`config.mk`:
```
export PLATFORM = sky130hd
export DESIGN_NAME = radar_status_frame_decoder_top
export DESIGN_NICKNAME = d
export VERILOG_FILES = /design/src/rsfd_pkg.sv /design/src/rsfd_ram.sv /design/src/rsfd_rec.sv /design/src/radar_status_frame_decoder_top.sv
export VERILOG_INCLUDE_DIRS = /design/src /design/src/src
export SDC_FILE = /design/constraint.sdc
export NUM_CORES = 1
export LEC_CHECK = 0
export BUFFER_PORTS_ARGS = -buffer_cell sky130_fd_sc_hd__buf_2
export CORE_MARGIN = 2
export CORE_UTILIZATION = 55
export DETAILED_ROUTE_END_ITERATION = 10
export HOLD_SLACK_MARGIN = 0.03
export PLACE_DENSITY = 0.84
export SETUP_SLACK_MARGIN = 0.3
export SYNTH_ARGS = -nofsm -noshare
export SYNTH_HDL_FRONTEND = slang
export SYNTH_SLANG_ARGS = --single-unit
export TNS_END_PERCENT = 30
```
`constraint.sdc`:
```
create_clock -name clock -period 5.1 [get_ports clock]
set_input_delay 1.02 -clock clock [delete_from_list [all_inputs] [get_ports clock]]
set_output_delay 1.02 -clock clock [all_outputs]
set_load 0.02 [all_outputs]
```
`src/radar_status_frame_decoder_top_macros.svh`:
```
// Assertion macros for the radar status frame decoder.
`ifndef RADAR_STATUS_FRAME_DECODER_TOP_MACROS_SVH
`define RADAR_STATUS_FRAME_DECODER_TOP_MACROS_SVH

`ifndef NO_ASSERTIONS
`define RSFD_ASSERT_ALWAYS(name, expr) \
name: assert property (@(posedge clock) disable iff (reset) (expr)) \
   else $error("rsfd assertion failed");
`define RSFD_ASSERT_NEXT(name, ante, cons) \
name: assert property (@(posedge clock) disable iff (reset) (ante) |=> (cons)) \
   else $error("rsfd assertion failed");
`else
`define RSFD_ASSERT_ALWAYS(name, expr)
`define RSFD_ASSERT_NEXT(name, ante, cons)
`endif

`endif

```
`src/rsfd_pkg.sv`:
```
// Types, constants and field codes shared by the radar status frame decoder.
`default_nettype none
package rsfd_pkg;

   localparam int RSFD_FRAME_BYTES = 32;
   localparam int WIN_BYTES        = 18;
   localparam int MAX_RECS         = 11;

   localparam logic [7:0] MIN_FRAME   = 8'd9;
   localparam logic [7:0] HDR0        = 8'h53;
   localparam logic [7:0] HDR1        = 8'h59;
   localparam logic [4:0] WAVE_FIRST  = 5'd6;
   localparam logic [4:0] WAVE_LAST   = 5'd10;
   localparam logic [4:0] NIGHT_APNEA = 5'd17;

   localparam logic [15:0] LEN_DUR    = 16'd2;
   localparam logic [15:0] LEN_WAVE   = 16'd5;
   localparam logic [15:0] LEN_COORD  = 16'd6;
   localparam logic [15:0] LEN_COMP   = 16'd8;
   localparam logic [15:0] LEN_NIGHT  = 16'd12;

   // floor(s/5) = (s*1639) >> 13 for s up to 5*255
   localparam logic [21:0] DIV5_MUL   = 22'd1639;
   localparam int          DIV5_SHIFT = 13;

   // control bytes
   localparam logic [7:0] CTRL_HUMAN  = 8'h80;
   localparam logic [7:0] CTRL_BREATH = 8'h81;
   localparam logic [7:0] CTRL_SLEEP  = 8'h84;
   localparam logic [7:0] CTRL_HEART  = 8'h85;

   // command bytes
   localparam logic [7:0] CMD_PRESENCE     = 8'h01;
   localparam logic [7:0] CMD_MOTION       = 8'h02;
   localparam logic [7:0] CMD_AMPLITUDE    = 8'h03;
   localparam logic [7:0] CMD_DISTANCE     = 8'h04;
   localparam logic [7:0] CMD_POSITION     = 8'h05;
   localparam logic [7:0] CMD_BR_STATUS    = 8'h01;
   localparam logic [7:0] CMD_BR_RATE      = 8'h02;
   localparam logic [7:0] CMD_WAVE         = 8'h05;
   localparam logic [7:0] CMD_BED          = 8'h01;
   localparam logic [7:0] CMD_SLEEP_STATE  = 8'h02;
   localparam logic [7:0] CMD_AWAKE_TIME   = 8'h03;
   localparam logic [7:0] CMD_LIGHT_TIME   = 8'h04;
   localparam logic [7:0] CMD_DEEP_TIME    = 8'h05;
   localparam logic [7:0] CMD_SLEEP_SCORE  = 8'h06;
   localparam logic [7:0] CMD_COMPOSITE    = 8'h0C;
   localparam logic [7:0] CMD_NIGHT_REPORT = 8'h0D;
   localparam logic [7:0] CMD_ABNORMAL     = 8'h0E;
   localparam logic [7:0] CMD_GRADE        = 8'h10;
   localparam logic [7:0] CMD_STRUGGLE     = 8'h11;
   localparam logic [7:0] CMD_NOPERSON     = 8'h12;
   localparam logic [7:0] CMD_HEART_RATE   = 8'h02;

   // field ids
   localparam logic [5:0] FID_PRESENCE     = 6'd0;
   localparam logic [5:0] FID_BODY_STATUS  = 6'd1;
   localparam logic [5:0] FID_MOVE_AMP     = 6'd2;
   localparam logic [5:0] FID_DISTANCE     = 6'd3;
   localparam logic [5:0] FID_HUMAN_X      = 6'd4;
   localparam logic [5:0] FID_HUMAN_Y      = 6'd5;
   localparam logic [5:0] FID_HUMAN_Z      = 6'd6;
   localparam logic [5:0] FID_BR_STATUS    = 6'd7;
   localparam logic [5:0] FID_BR_RATE      = 6'd8;
   localparam logic [5:0] FID_BR_WAVE_AVG  = 6'd9;
   localparam logic [5:0] FID_BED          = 6'd10;
   localparam logic [5:0] FID_SLEEP_QUAL   = 6'd11;
   localparam logic [5:0] FID_AWAKE_DUR    = 6'd12;
   localparam logic [5:0] FID_SLEEP_SCORE  = 6'd15;
   localparam logic [5:0] FID_AVG_BREATH   = 6'd16;
   localparam logic [5:0] FID_APNEA        = 6'd21;
   localparam logic [5:0] FID_SLEEP_TOTAL  = 6'd22;
   localparam logic [5:0] FID_AWAKE_RATIO  = 6'd23;
   localparam logic [5:0] FID_ABNORMAL     = 6'd31;
   localparam logic [5:0] FID_GRADE        = 6'd32;
   localparam logic [5:0] FID_STRUGGLE     = 6'd33;
   localparam logic [5:0] FID_NOPERSON     = 6'd34;
   localparam logic [5:0] FID_HEART_RATE   = 6'd35;
   localparam logic [5:0] FID_HT_WAVE_AVG  = 6'd36;
   localparam logic [5:0] FID_HT_WAVE0     = 6'd37;
   localparam logic [5:0] FID_BR_WAVE0     = 6'd42;

   // sleep quality code meaning "no sleep / out of bed"
   localparam logic [7:0] QUAL_NONE = 8'd3;

   typedef logic [WIN_BYTES-1:0][7:0] win_type;

   typedef struct packed {
      logic [3:0]         count;
      logic [5:0]         field_id;
      logic signed [16:0] value;
   } rec_sel_type;

   typedef enum logic [1:0] {
      ST_IDLE,
      ST_LOAD,
      ST_EMIT
   } state_type;

endpackage
`default_nettype wire

```
`src/rsfd_ram.sv`:
```
// Generic simple dual-port RAM with registered read.
`default_nettype none
module rsfd_ram #(
   parameter int WIDTH = 8,
   parameter int DEPTH = 64
) (
   input  logic                     clock,
   input  logic                     wr_en,
   input  logic [$clog2(DEPTH)-1:0] wr_addr,
   input  logic [WIDTH-1:0]         wr_data,
   input  logic                     rd_en,
   input  logic [$clog2(DEPTH)-1:0] rd_addr,
   output logic [WIDTH-1:0]         rd_data
);

   logic [WIDTH-1:0] mem_ff [DEPTH];
   logic [WIDTH-1:0] rd_data_ff;

   always_ff @(posedge clock) begin
      if (wr_en) begin
         mem_ff[wr_addr] <= wr_data;
      end
      if (rd_en) begin
         rd_data_ff <= mem_ff[rd_addr];
      end
   end

   assign rd_data = rd_data_ff;

endmodule
`default_nettype wire

```
`src/rsfd_rec.sv`:
```
// Record table: count, field id and value of record k for the loaded frame window.
`default_nettype none
module rsfd_rec
   import rsfd_pkg::*;
(
   input  win_type     win,
   input  logic [10:0] wave_sum,
   input  logic [3:0]  rec_k,
   output rec_sel_type sel
);

   logic [7:0]         ctrl;
   logic [7:0]         cmd;
   logic [15:0]        len;
   logic [7:0]         d0;
   logic [7:0]         b7;
   logic               hdr_ok;
   logic               is_wave;
   logic [4:0]         pos;
   logic [7:0]         pbyte;
   logic [16:0]        pbyte_x;
   logic [16:0]        d0_x;
   logic [16:0]        dur_x;
   logic [15:0]        craw;
   logic signed [16:0] coord;
   logic [21:0]        prod;
   logic [16:0]        avg_x;

   assign ctrl   = win[2];
   assign cmd    = win[3];
   assign len    = {win[4], win[5]};
   assign d0     = win[6];
   assign b7     = win[7];
   assign hdr_ok = (win[0] == HDR0) && (win[1] == HDR1);
   assign d0_x   = {9'd0, d0};
   assign dur_x  = (len >= LEN_DUR) ? {1'b0, win[6], win[7]} : d0_x;
   assign is_wave = (cmd == CMD_WAVE) && ((ctrl == CTRL_BREATH) || (ctrl == CTRL_HEART));

   assign prod  = 22'(wave_sum) * DIV5_MUL;
   assign avg_x = 17'(prod[21:DIV5_SHIFT]);

   // one byte position chosen per record for the list-style commands
   always_comb begin
      pos = WAVE_FIRST;
      if (is_wave) begin
         pos = WAVE_FIRST + 5'(rec_k);
      end else if (ctrl == CTRL_SLEEP && cmd == CMD_COMPOSITE) begin
         pos = 5'd5 + 5'(rec_k);
      end else if (ctrl == CTRL_SLEEP && cmd == CMD_NIGHT_REPORT) begin
         pos = (rec_k == 4'd10) ? NIGHT_APNEA : 5'd7 + 5'(rec_k);
      end
   end

   assign pbyte   = (32'(pos) < WIN_BYTES) ? win[pos] : 8'd0;
   assign pbyte_x = {9'd0, pbyte};

   // coordinate pairs at byte 6, 8, 10
   always_comb begin
      case (rec_k)
         4'd0:    craw = {win[6], win[7]};
         4'd1:    craw = {win[8], win[9]};
         default: craw = {win[10], win[11]};
      endcase
      coord = craw[15] ? -$signed({2'b00, craw[14:0]}) : $signed({2'b00, craw[14:0]});
   end

   always_comb begin
      sel.count    = 4'd0;
      sel.field_id = FID_PRESENCE;
      sel.value    = '0;
      case (ctrl)
         CTRL_HUMAN: begin
            case (cmd)
               CMD_PRESENCE: begin
                  sel.count = 4'd1;
                  sel.field_id = FID_PRESENCE;
                  sel.value = (d0 == 8'd1) ? 17'sd1 : 17'sd0;
               end
               CMD_MOTION: begin
                  sel.count = 4'd1;
                  sel.field_id = FID_BODY_STATUS;
                  sel.value = (d0 == 8'd2) ? 17'sd1 : 17'sd0;
               end
               CMD_AMPLITUDE: begin
                  sel.count = 4'd1;
                  sel.field_id = FID_MOVE_AMP;
                  sel.value = d0_x;
               end
               CMD_DISTANCE: begin
                  sel.count = 4'd1;
                  sel.field_id = FID_DISTANCE;
                  sel.value = dur_x;
               end
               CMD_POSITION: begin
                  if (len >= LEN_COORD) begin
                     sel.count = 4'd3;
                     sel.field_id = (rec_k == 4'd0) ? FID_HUMAN_X :
                                    (rec_k == 4'd1) ? FID_HUMAN_Y : FID_HUMAN_Z;
                     sel.value = coord;
                  end
               end
               default: ;
            endcase
         end
         CTRL_BREATH: begin
            case (cmd)
               CMD_BR_STATUS: begin
                  sel.count = 4'd1;
                  sel.field_id = FID_BR_STATUS;
                  sel.value = d0_x;
               end
               CMD_BR_RATE: begin
                  sel.count = 4'd1;
                  sel.field_id = FID_BR_RATE;
                  sel.value = d0_x;
               end
               CMD_WAVE: begin
                  if (len >= LEN_WAVE) begin
                     sel.count = 4'd6;
                     sel.field_id = (rec_k == 4'd5) ? FID_BR_WAVE_AVG
                                                    : FID_BR_WAVE0 + 6'(rec_k);
                     sel.value = (rec_k == 4'd5) ? avg_x : pbyte_x;
                  end
               end
               default: ;
            endcase
         end
         CTRL_SLEEP: begin
            case (cmd)
               CMD_BED: begin
                  if (d0 == 8'd0) begin
                     sel.count = 4'd2;
                     sel.field_id = (rec_k == 4'd0) ? FID_BED : FID_SLEEP_QUAL;
                     sel.value = (rec_k == 4'd0) ? 17'sd0 : 17'(QUAL_NONE);
                  end else if (d0 == 8'd1) begin
                     sel.count = 4'd1;
                     sel.field_id = FID_BED;
                     sel.value = 17'sd1;
                  end
               end
               CMD_SLEEP_STATE: begin
                  sel.count = 4'd2;
                  sel.field_id = (rec_k == 4'd0) ? FID_SLEEP_QUAL : FID_BED;
                  if (d0 <= 8'd2) begin
                     sel.value = (rec_k == 4'd0) ? d0_x : 17'sd1;
                  end else begin
                     sel.value = (rec_k == 4'd0) ? 17'(QUAL_NONE) : 17'sd0;
                  end
               end
               CMD_AWAKE_TIME, CMD_LIGHT_TIME, CMD_DEEP_TIME: begin
                  sel.count = 4'd1;
                  sel.field_id = FID_AWAKE_DUR + 6'(cmd - CMD_AWAKE_TIME);
                  sel.value = dur_x;
               end
               CMD_SLEEP_SCORE: begin
                  sel.count = 4'd1;
                  sel.field_id = FID_SLEEP_SCORE;
                  sel.value = d0_x;
               end
               CMD_COMPOSITE: begin
                  if (len >= LEN_COMP) begin
                     sel.count = 4'd9;
                     case (rec_k)
                        4'd0: begin
                           sel.field_id = FID_PRESENCE;
                           sel.value = (d0 != 8'd0) ? 17'sd1 : 17'sd0;
                        end
                        4'd1: begin
                           sel.field_id = FID_SLEEP_QUAL;
                           sel.value = {9'd0, b7};
                        end
                        4'd2: begin
                           sel.field_id = FID_BED;
                           sel.value = (b7 == QUAL_NONE) ? 17'sd0 : 17'sd1;
                        end
                        default: begin
                           sel.field_id = FID_AVG_BREATH + 6'(rec_k - 4'd3);
                           sel.value = pbyte_x;
                        end
                     endcase
                  end
               end
               CMD_NIGHT_REPORT: begin
                  if (len >= LEN_NIGHT) begin
                     sel.count = 4'd11;
                     case (rec_k)
                        4'd0: begin
                           sel.field_id = FID_SLEEP_SCORE;
                           sel.value = d0_x;
                        end
                        4'd1: begin
                           sel.field_id = FID_SLEEP_TOTAL;
                           sel.value = {1'b0, win[7], win[8]};
                        end
                        4'd10: begin
                           sel.field_id = FID_APNEA;
                           sel.value = pbyte_x;
                        end
                        default: begin
                           sel.field_id = FID_AWAKE_RATIO + 6'(rec_k - 4'd2);
                           sel.value = pbyte_x;
                        end
                     endcase
                  end
               end
               CMD_ABNORMAL: begin
                  sel.count = 4'd1;
                  sel.field_id = FID_ABNORMAL;
                  sel.value = d0_x;
               end
               CMD_GRADE: begin
                  sel.count = 4'd1;
                  sel.field_id = FID_GRADE;
                  sel.value = d0_x;
               end
               CMD_STRUGGLE: begin
                  sel.count = 4'd1;
                  sel.field_id = FID_STRUGGLE;
                  sel.value = d0_x;
               end
               CMD_NOPERSON: begin
                  sel.count = 4'd1;
                  sel.field_id = FID_NOPERSON;
                  sel.value = d0_x;
               end
               default: ;
            endcase
         end
         CTRL_HEART: begin
            case (cmd)
               CMD_HEART_RATE: begin
                  // nonzero rate also marks presence
                  sel.count = (d0 != 8'd0) ? 4'd2 : 4'd1;
                  sel.field_id = (rec_k == 4'd0) ? FID_HEART_RATE : FID_PRESENCE;
                  sel.value = (rec_k == 4'd0) ? d0_x : 17'sd1;
               end
               CMD_WAVE: begin
                  if (len >= LEN_WAVE) begin
                     sel.count = 4'd6;
                     sel.field_id = (rec_k == 4'd5) ? FID_HT_WAVE_AVG
                                                    : FID_HT_WAVE0 + 6'(rec_k);
                     sel.value = (rec_k == 4'd5) ? avg_x : pbyte_x;
                  end
               end
               default: ;
            endcase
         end
         default: ;
      endcase
      if (!hdr_ok) begin
         sel.count = 4'd0;
      end
   end

endmodule
`default_nettype wire

```
`src/radar_status_frame_decoder_top.sv`:
```
// Radar status frame decoder: banked frame RAM, window load sequencer, record output.
// Bytes are taken one per cycle; each frame is written to one bank of the frame RAM.
// A closed frame of 9+ bytes is read back into an 18-byte window (one RAM read port), then its
// records leave one per cycle while the output is not stalled.
// A closing byte waits while the previous frame still decodes; other bytes never wait.
// Synchronous reset empties the byte count and idles the sequencer; RAM is not cleared.
`default_nettype none
`include "radar_status_frame_decoder_top_macros.svh"
module radar_status_frame_decoder_top
   import rsfd_pkg::*;
#(
   parameter int FRAME_BYTES = RSFD_FRAME_BYTES
) (
   input  logic        clock,
   input  logic        reset,
   input  logic        req_tvalid,
   output logic        req_tready,
   input  logic [7:0]  req_tdata,   // [7:0] rx_byte
   input  logic        req_tlast,   // frame_end
   output logic        rsp_tvalid,
   input  logic        rsp_tready,
   output logic [23:0] rsp_tdata,   // [5:0] field_id, [22:6] value, [23] zero
   output logic        rsp_tlast    // last
);

   localparam int AW = $clog2(2 * FRAME_BYTES);
   localparam int PW = $clog2(FRAME_BYTES);
   localparam logic [8:0] FB9 = 9'(FRAME_BYTES);

   // write side
   logic [7:0]    byte_count_ff, byte_count_in;
   logic          wr_bank_ff, wr_bank_in;
   logic          req_fire;
   logic          frame_close;
   logic          in_store;
   logic [7:0]    count_next;
   logic [AW-1:0] wr_addr;

   // sequencer
   state_type     state_ff, state_in;
   logic          rd_bank_ff;
   logic [7:0]    frame_len_ff;
   logic [4:0]    rd_idx_ff;
   logic          rd_vld_ff;
   logic [4:0]    rd_pos_ff;
   logic          rd_issue;
   logic [AW-1:0] rd_addr;
   logic [7:0]    rd_data;
   logic [7:0]    rd_byte;
   win_type       win_ff;
   logic [10:0]   sum_ff;
   logic [3:0]    rec_k_ff;
   rec_sel_type   sel;
   logic          emit_take;
   logic          rec_last;
   logic          load_done;

   // output register
   logic               rsp_valid_ff;
   logic [5:0]         rsp_id_ff;
   logic signed [16:0] rsp_value_ff;
   logic               rsp_last_ff;

   assign req_tready  = !(req_tlast && state_ff != ST_IDLE);
   assign req_fire    = req_tvalid && req_tready;
   assign frame_close = req_fire && req_tlast;
   assign in_store    = {1'b0, byte_count_ff} < FB9;
   assign count_next  = (byte_count_ff == 8'hFF) ? 8'hFF : byte_count_ff + 8'd1;
   assign wr_addr     = wr_bank_ff ? AW'(FRAME_BYTES) + AW'(byte_count_ff[PW-1:0])
                                   : AW'(byte_count_ff[PW-1:0]);
   assign rd_addr     = rd_bank_ff ? AW'(FRAME_BYTES) + AW'(rd_idx_ff) : AW'(rd_idx_ff);

   always_comb begin
      byte_count_in = byte_count_ff;
      wr_bank_in    = wr_bank_ff;
      if (req_fire) begin
         byte_count_in = req_tlast ? 8'd0 : count_next;
         wr_bank_in    = wr_bank_ff ^ req_tlast;
      end
   end

   rsfd_ram #(
      .WIDTH (8),
      .DEPTH (2 * FRAME_BYTES)
   ) u_frame_ram (
      .clock   (clock),
      .wr_en   (req_fire && in_store),
      .wr_addr (wr_addr),
      .wr_data (req_tdata),
      .rd_en   (rd_issue),
      .rd_addr (rd_addr),
      .rd_data (rd_data)
   );

   // bytes beyond the received count read as zero
   assign rd_byte   = ({3'd0, rd_pos_ff} < frame_len_ff) ? rd_data : 8'd0;
   assign load_done = rd_vld_ff && (32'(rd_pos_ff) == WIN_BYTES - 1);

   rsfd_rec u_rec (
      .win      (win_ff),
      .wave_sum (sum_ff),
      .rec_k    (rec_k_ff),
      .sel      (sel)
   );

   assign rec_last = (rec_k_ff == sel.count - 4'd1);

   // next state
   always_comb begin
      state_in = state_ff;
      case (state_ff)
         ST_IDLE: begin
            if (frame_close && count_next >= MIN_FRAME) begin
               state_in = ST_LOAD;
            end
         end
         ST_LOAD: begin
            if (load_done) begin
               state_in = ST_EMIT;
            end
         end
         ST_EMIT: begin
            if (sel.count == 4'd0 || (emit_take && rec_last)) begin
               state_in = ST_IDLE;
            end
         end
         default: state_in = ST_IDLE;
      endcase
   end

   // state outputs
   always_comb begin
      rd_issue  = 1'b0;
      emit_take = 1'b0;
      case (state_ff)
         ST_LOAD: rd_issue  = 32'(rd_idx_ff) < WIN_BYTES;
         ST_EMIT: emit_take = (sel.count != 4'd0) && (!rsp_valid_ff || rsp_tready);
         default: ;
      endcase
   end

   always_ff @(posedge clock) begin
      if (reset) begin
         byte_count_ff <= 8'd0;
         wr_bank_ff    <= 1'b0;
         state_ff      <= ST_IDLE;
         rd_vld_ff     <= 1'b0;
         rsp_valid_ff  <= 1'b0;
         rd_idx_ff     <= 5'd0;
         rec_k_ff      <= 4'd0;
      end else begin
         byte_count_ff <= byte_count_in;
         wr_bank_ff    <= wr_bank_in;
         state_ff      <= state_in;
         rd_vld_ff     <= rd_issue;
         if (state_ff == ST_IDLE) begin
            rd_idx_ff <= 5'd0;
            rec_k_ff  <= 4'd0;
         end else begin
            if (rd_issue) begin
               rd_idx_ff <= rd_idx_ff + 5'd1;
            end
            if (emit_take) begin
               rec_k_ff <= rec_k_ff + 4'd1;
            end
         end
         if (emit_take) begin
            rsp_valid_ff <= 1'b1;
         end else if (rsp_tready) begin
            rsp_valid_ff <= 1'b0;
         end
      end
   end

   always_ff @(posedge clock) begin
      if (state_ff == ST_IDLE && frame_close) begin
         rd_bank_ff   <= wr_bank_ff;
         frame_len_ff <= count_next;
         sum_ff       <= 11'd0;
      end else if (rd_vld_ff && rd_pos_ff >= WAVE_FIRST && rd_pos_ff <= WAVE_LAST) begin
         sum_ff <= sum_ff + 11'(rd_byte);
      end
      rd_pos_ff <= rd_idx_ff;
      if (rd_vld_ff) begin
         win_ff[rd_pos_ff] <= rd_byte;
      end
      if (emit_take) begin
         rsp_id_ff    <= sel.field_id;
         rsp_value_ff <= sel.value;
         rsp_last_ff  <= rec_last;
      end
   end

   assign rsp_tvalid = rsp_valid_ff;
   assign rsp_tdata  = {1'b0, rsp_value_ff, rsp_id_ff};
   assign rsp_tlast  = rsp_last_ff;

   `RSFD_ASSERT_ALWAYS(a_no_close_while_busy, !(frame_close && state_ff != ST_IDLE))
   `RSFD_ASSERT_ALWAYS(a_read_only_in_load, !rd_vld_ff || state_ff == ST_LOAD)
   `RSFD_ASSERT_NEXT(a_last_rec_ends_frame, emit_take && rec_last, state_ff == ST_IDLE && rsp_tlast)

endmodule
`default_nettype wire

```
# --- Word level (Yosys, flattened, before mapping) ---
# Memory sizes are Yosys's and may differ from the RTL's. A register that Yosys moved wholly into a read port is not among the register bits.
# Index checks and enable logic that the tools add are counted.
op_classes:
  add_sub_neg: 19
  n_mul: 1
  order_cmp: 16
  eq_ne: 33
  mux: 60
  n_bitwise: 1
  n_reduce_logical: 32
ops:
  columns: ["operator", "count"]
  rows:
  - ["27-bit case mux with 10 select lines", 1]
  - ["144-bit bitwise mux", 1]
  - ["23-bit case mux with 3 select lines", 2]
  - ["27-bit case mux with 5 select lines", 1]
  - ["27-bit case mux with 4 select lines", 1]
  - ["27-bit 2-to-1 mux", 3]
  - ["27-bit case mux with 3 select lines", 1]
  - ["8-bit 2-to-1 mux", 7]
  - ["27-bit case mux with 2 select lines", 1]
  - ["26-bit 2-to-1 mux", 2]
  - ["8-bit binary-select mux with 5-bit select", 1]
  - ["8-bit demux with 5-bit select", 1]
  - ["8-bit equality test (second input constant)", 5]
  - ["6-bit 2-to-1 mux", 6]
  - ["17-bit 2-to-1 mux", 2]
  - ["8-bit by 2-bit equality test with 1-bit output (second input constant)", 4]
  - ["16-bit by 3-bit greater-or-equal comparator with 1-bit output (second input constant)", 2]
  - ["16-bit by 4-bit greater-or-equal comparator with 1-bit output (second input constant)", 2]
  - ["16-bit case mux with 2 select lines", 1]
  - ["25-bit 2-to-1 mux", 1]
  - ["8-bit by 3-bit equality test with 1-bit output (second input constant)", 3]
  - ["8-bit by 4-bit equality test with 1-bit output (second input constant)", 3]
  - ["8-bit by 5-bit equality test with 1-bit output (second input constant)", 3]
  - ["24-bit 2-to-1 mux", 1]
  - ["other kinds (55)", 107]
totals:
  register_bits: 215
  ramBits: 512
  inputBits: 13
  out_inout_bits: 27
  wordCells: 195
  mem_count: 1
mem_list:
  columns: ["memory", "words", "word_bits", "rd", "rd_ports_with_merged_regs", "write_ports", "line", "text"]
  rows:
  - ["u_frame_ram.mem_ff", 64, 8, 1, 1, 1, "rsfd_ram.sv:16", "logic [WIDTH-1:0] mem_ff [DEPTH];"]

# --- Longest topological paths before layout ---
logic_depth:
  depth_word: 20
  depth_mapped: 23
  ltp_nobuf: 22

# --- Modules after synthesis ---
# From an unflattened synthesis, not the netlist that was laid out.
unflattened:
  hier_cells: 2483
  area_unflattened_um2: 35440.2
by_module_without_submodules:
  columns: ["module", "instances", "cells_each", "area_each_um2", "seq_area_each_um2"]
  rows:
  - ["rsfd_ram", 1, 940, 20246.9, 15615.0]
  - ["radar_status_frame_decoder_top", 1, 488, 7832.5, 6075.8]
  - ["rsfd_rec", 1, 1055, 7360.8, 0.0]

# --- Worst setup path after synthesis ---
# OpenSTA, ideal clock, no wires.
synth_timing:
  kind: "register to register"
  from: "register sum_ff[1]"
  to: "register rsp_value_ff[7], data pin"
  setup_ns: 0.129
  t_arrival_ns: 5.020
  required_ns: 4.971
  path_slack_ns: -0.050
  stages_incl_launch_ff: 20
  n_path_buf: 0
  synth_period_minus_slack_ns: 5.150
  cell_sequence: "dfxtp_1 ha_1 xor2_1 ha_1 fa_1 fa_1 inv_1 fa_1 inv_1 ha_1 and3_1 o2111ai_1 a21o_1 a31oi_1 o41ai_1 or4b_2 a41oi_1 o21ai_1 o21ai_0 a211o_1"
synth_via:
  elab_chain_cells: 5
  elab_cells_between_ends: 7
  classes_between: "mul: 1; mux: 6"
synth_rtl:
  columns: ["item", "line", "text"]
  rows:
  - ["from (decl)", "radar_status_frame_decoder_top.sv:51", "logic [10:0] sum_ff;"]
  - ["from (signal assigned)", "radar_status_frame_decoder_top.sv:181", "sum_ff <= sum_ff + 11'(rd_byte);"]
  - ["11-bit by 11-bit multiplier with 22-bit output (*)", "rsfd_rec.sv:39", "assign prod = 22'(wave_sum) * DIV5_MUL;"]
  - ["9-bit 2-to-1 mux (*)", "rsfd_rec.sv:122, rsfd_rec.sv:242", null]
  - ["26-bit 2-to-1 mux, on equally long branches", "rsfd_rec.sv:118, rsfd_rec.sv:238", null]
  - ["27-bit case mux with 3 select lines / 27-bit case mux with 2 select lines (equally long branches)", "rsfd_rec.sv:106, rsfd_rec.sv:230", null]
  - ["27-bit case mux with 4 select lines (*)", "rsfd_rec.sv:71", "case (ctrl)"]
  - ["to (signal assigned)", "radar_status_frame_decoder_top.sv:189", "rsp_value_ff <= sel.value;"]
  - ["to (decl)", "radar_status_frame_decoder_top.sv:61", "logic signed [16:0] rsp_value_ff;"]
# Mark *: on every way between the ends. The rest lies on a longest branch, timed or not.
# A chain may end at the register's enable or synchronous reset.

# --- Final worst setup path ---
layout_timing:
  from: "register sum_ff[6]"
  to: "register rsp_value_ff[7], data pin"
# Same word-level chain as after synthesis.

==> impl_metrics.ini <==
[synth]
ys_types = 90
synthArstFlopShare = 0
postSynthCellCount = 2358
yosys-top-cells-count = 697 x edfxtp_1, 200 x nor2_1, 170 x mux4_2
synth_most_common_cell = edfxtp_1
synth_seq_cells = 735
syn_nets = 2505
synth_area_per_cell_um2 = 14.8
yosysSeqAreaShare = 0.623
yosysTopAreaCellShare = 0.601
synth-main-ff-cell = edfxtp_1
ys_warn_count = 0
synth_area_leaders = edfxtp_1 60%, mux4_2 11%, ha_1 3.6%
synth_edf_count = 697
yosysTopAreaCell = edfxtp_1
syn-cell-area_mm2 = 0.0348

[worst_setup_path]
crit_top_cell = fa_1
crit_required_ns = 5.58
worst-path-max-fanout = 3
cp-start-kind = flop
cp_num_cells = 18
worstPathArrival_ns = 5.55
cp_num_buf_inv = 3
crit_family = adder cells
critical_path.endpoint_type = flop
worstRegToRegCells = 18
critical_path_class = reg -> reg
cp_slowest_cell = fa_1
crit_chain = ha_4 -> inv_2 -> fa_1 -> inv_2 -> fa_1 -> fa_1 -> fa_1 -> ha_4 -> o2111ai_4 -> a21o_1 -> a31oi_4 -> o41ai_4 -> buf_4 -> or4b_4 -> a41oi_2 -> o21ai_2 -> o21ai_1 -> a211o_1
cpPeakStageDelay_ns = 0.55

[run]
max_cap_viol_count = 0

[drt]
drt-total-wl_um = 101000
firstDrtPassIters = 7
vias_per_cell = 6.85
dr.first_iter.drc_count = 3391
drt-wirelength-per-cell_um = 30.2
drtAntennaViolNets = 0
vias = 22927
drc = 0

[power]
vdd_drop_max_v = 0.000484
clkPwrFrac = 0.455
power.share.sequential = 0.533
power.combinational.fraction = 0.012
p_per_area_mw_per_mm2 = 316
power.internal_mw = 9.82
p_sw_frac = 0.207
p_leak_nw = 12.9
p_switching_mw = 2.56

[floorplan]
rows = 92
ios = 40
core-area_mm2 = 0.0629
dieHeight_um = 256
die_x_um = 256
die-area_mm2 = 0.0653
start_util = 0.554

[cells_and_area]
nNetsFinal = 2589
drive_gt1_frac = 0.198
area_growth_pct = 12.4
final_cells = 3348

[sta]
fin_hold_ws_ns = 0.564
max_freq_ghz = 0.197
grt_setup_unrepaired = true
fin_crit_ns = 5.07
hold_viol = 0
setup_viol = 0
setup_tns_ns = 0
worst_slew_pin_slew_ns = 1.35
relSlewSlack = 0.0988
skew_ns = 0.0306
slew_violations = 0
period_share = 0.995

[clocking]
cts_tree = built
htreeDepth = 3
clockBufferDepth = 3
holdBufCountCts = 0
insertion_delay_ns = 0.65
cts_root_buffer = clkbuf_16
cts_buffers = 75
clk_pin_slew_ns = 0.06
cts_sinks = 735

[grt]
grt_pass1_wl_um = 150000
grt_overflow_total = 0
grt_pass1_vias = 22517
antenna_found_initial = 5
grt.total_usage = 0.309
grt_max_degree = 65

[placement]
placedCellCount = 3199
port_buffers = 38
place.gp.congestion = 0.979
hpwlAfterDp_um = 64900

[outcome]
status = completed

[hold_path]
whs_path_depth = 2
hold_class = reg -> reg
[flip-flops by register name (all words and copies together) (netlist names), 2 cells and up]
register             flops
rd_pos_ff                5
byte_count_ff            8
frame_len_ff             8
win_ff                 144
rsp_value_ff            17
sum_ff                  11
u_frame_ram.mem_ff     512
u_frame_ram.rd_data      8
rd_idx_ff                5
rec_k_ff                 4
rsp_id_ff                6
state_ff                 2
[layer usage]
layer / wire (um) / global-route usage
met5: 44 / 0
met4: 4420 / 0.116
met3: 12100 / 0.0649
met2: 47700 / 0.491
met1: 37000 / 0.423
[power groups by stage]
stage	clock network, mW	logic [mW]	registers, mW
finish	5.63	0.149	6.60
global placement	0	0.127	6.73
floorplan	0	0.0457	6.72
detailed placement	0	0.139	6.73
global route	5.82	0.156	6.60
CTS	5.63	0.147	6.60
[metrics by stage]
stage	setup WS [ns]	util	total power, mW	area [um2]
floorplan	0.307	-	6.77	34900
global placement	-0.0792	0.578	6.85	36300
detailed placement	-0.260	0.578	6.87	36300
CTS	-0.0173	0.619	12.4	38900
global route	-0.113	0.622	12.6	39100
finish	0.0269	0.622	12.4	39100
[cell type report]
cell class                 count  area [um2]
fill                        4341       23700
sequential                   735       21700
multi-input combinational   1392       12500
clock buffer                  99        2030
tap                          846        1060
timing repair buffer         133         952
clock inverter                37         452
inverter                     105         394
antenna                        1        2.50
[cell usage in the layout, fill, tap and decap left out, drive strengths merged, types with 10 or more instances in the layout]
master and instances:
mux4 170, nand3b 12, o221ai 21, nor3 37, nand3 50, ha 100, fa 34, nand2 155
mux2i 35, o211ai 20, dfxtp 38, a21oi 81, or3 12, nor2b 11, nor4 12, edfxtp 697
inv 109, nor2 202, a31oi 15, a22oi 35, clkbuf 99, and2 24, a21o 15, o31ai 10
a211oi 10, o21a 10, nand2b 17, o22ai 13, and3 20, xor2 19, xnor2 34, o21ai 89
buf 133, clkinv 24
[final timing paths]
check                   from  slack (ns)               to
setup / recovery   sum_ff[6]        0.03  rsp_value_ff[7]
hold / removal    rsp_tvalid        0.56      state_ff[1]
setup reg to reg   sum_ff[6]        0.03  rsp_value_ff[7]
hold reg to reg   rsp_tvalid        0.56      state_ff[1]
[repair_timing]
item | CTS | global route
endpoints found under the setup margin | 5 | 10
gates cloned | 0 | 0
gates resized for setup | 18 | 30
pin swaps | 18 | 24
setup buffers | 6 | 6
[worst reg2reg max path, cell delays in order, from the launching register on]
cell,delay (ns)
dfxtp_2,0.34
ha_4,0.26
inv_2,0.04
fa_1,0.55
inv_2,0.04
fa_1,0.46
fa_1,0.49
fa_1,0.54
ha_4,0.31
o2111ai_4,0.11
a21o_1,0.21
a31oi_4,0.22
o41ai_4,0.10
buf_4,0.16
or4b_4,0.48
a41oi_2,0.23
o21ai_2,0.11
o21ai_1,0.15
a211o_1,0.13
[cells by family after synthesis]
| logic type | synth area share |
|---|---|
| xor+xnor | 0.0133 |
| simple gates | 0.0822 |
| compound gates | 0.0789 |
| buf+inv | 0.0266 |
| flops | 0.623 |
| mux | 0.120 |
| other cells | 0.000108 |
| fa+ha+maj | 0.0555 |
Power figures use the tool's default switching activity.
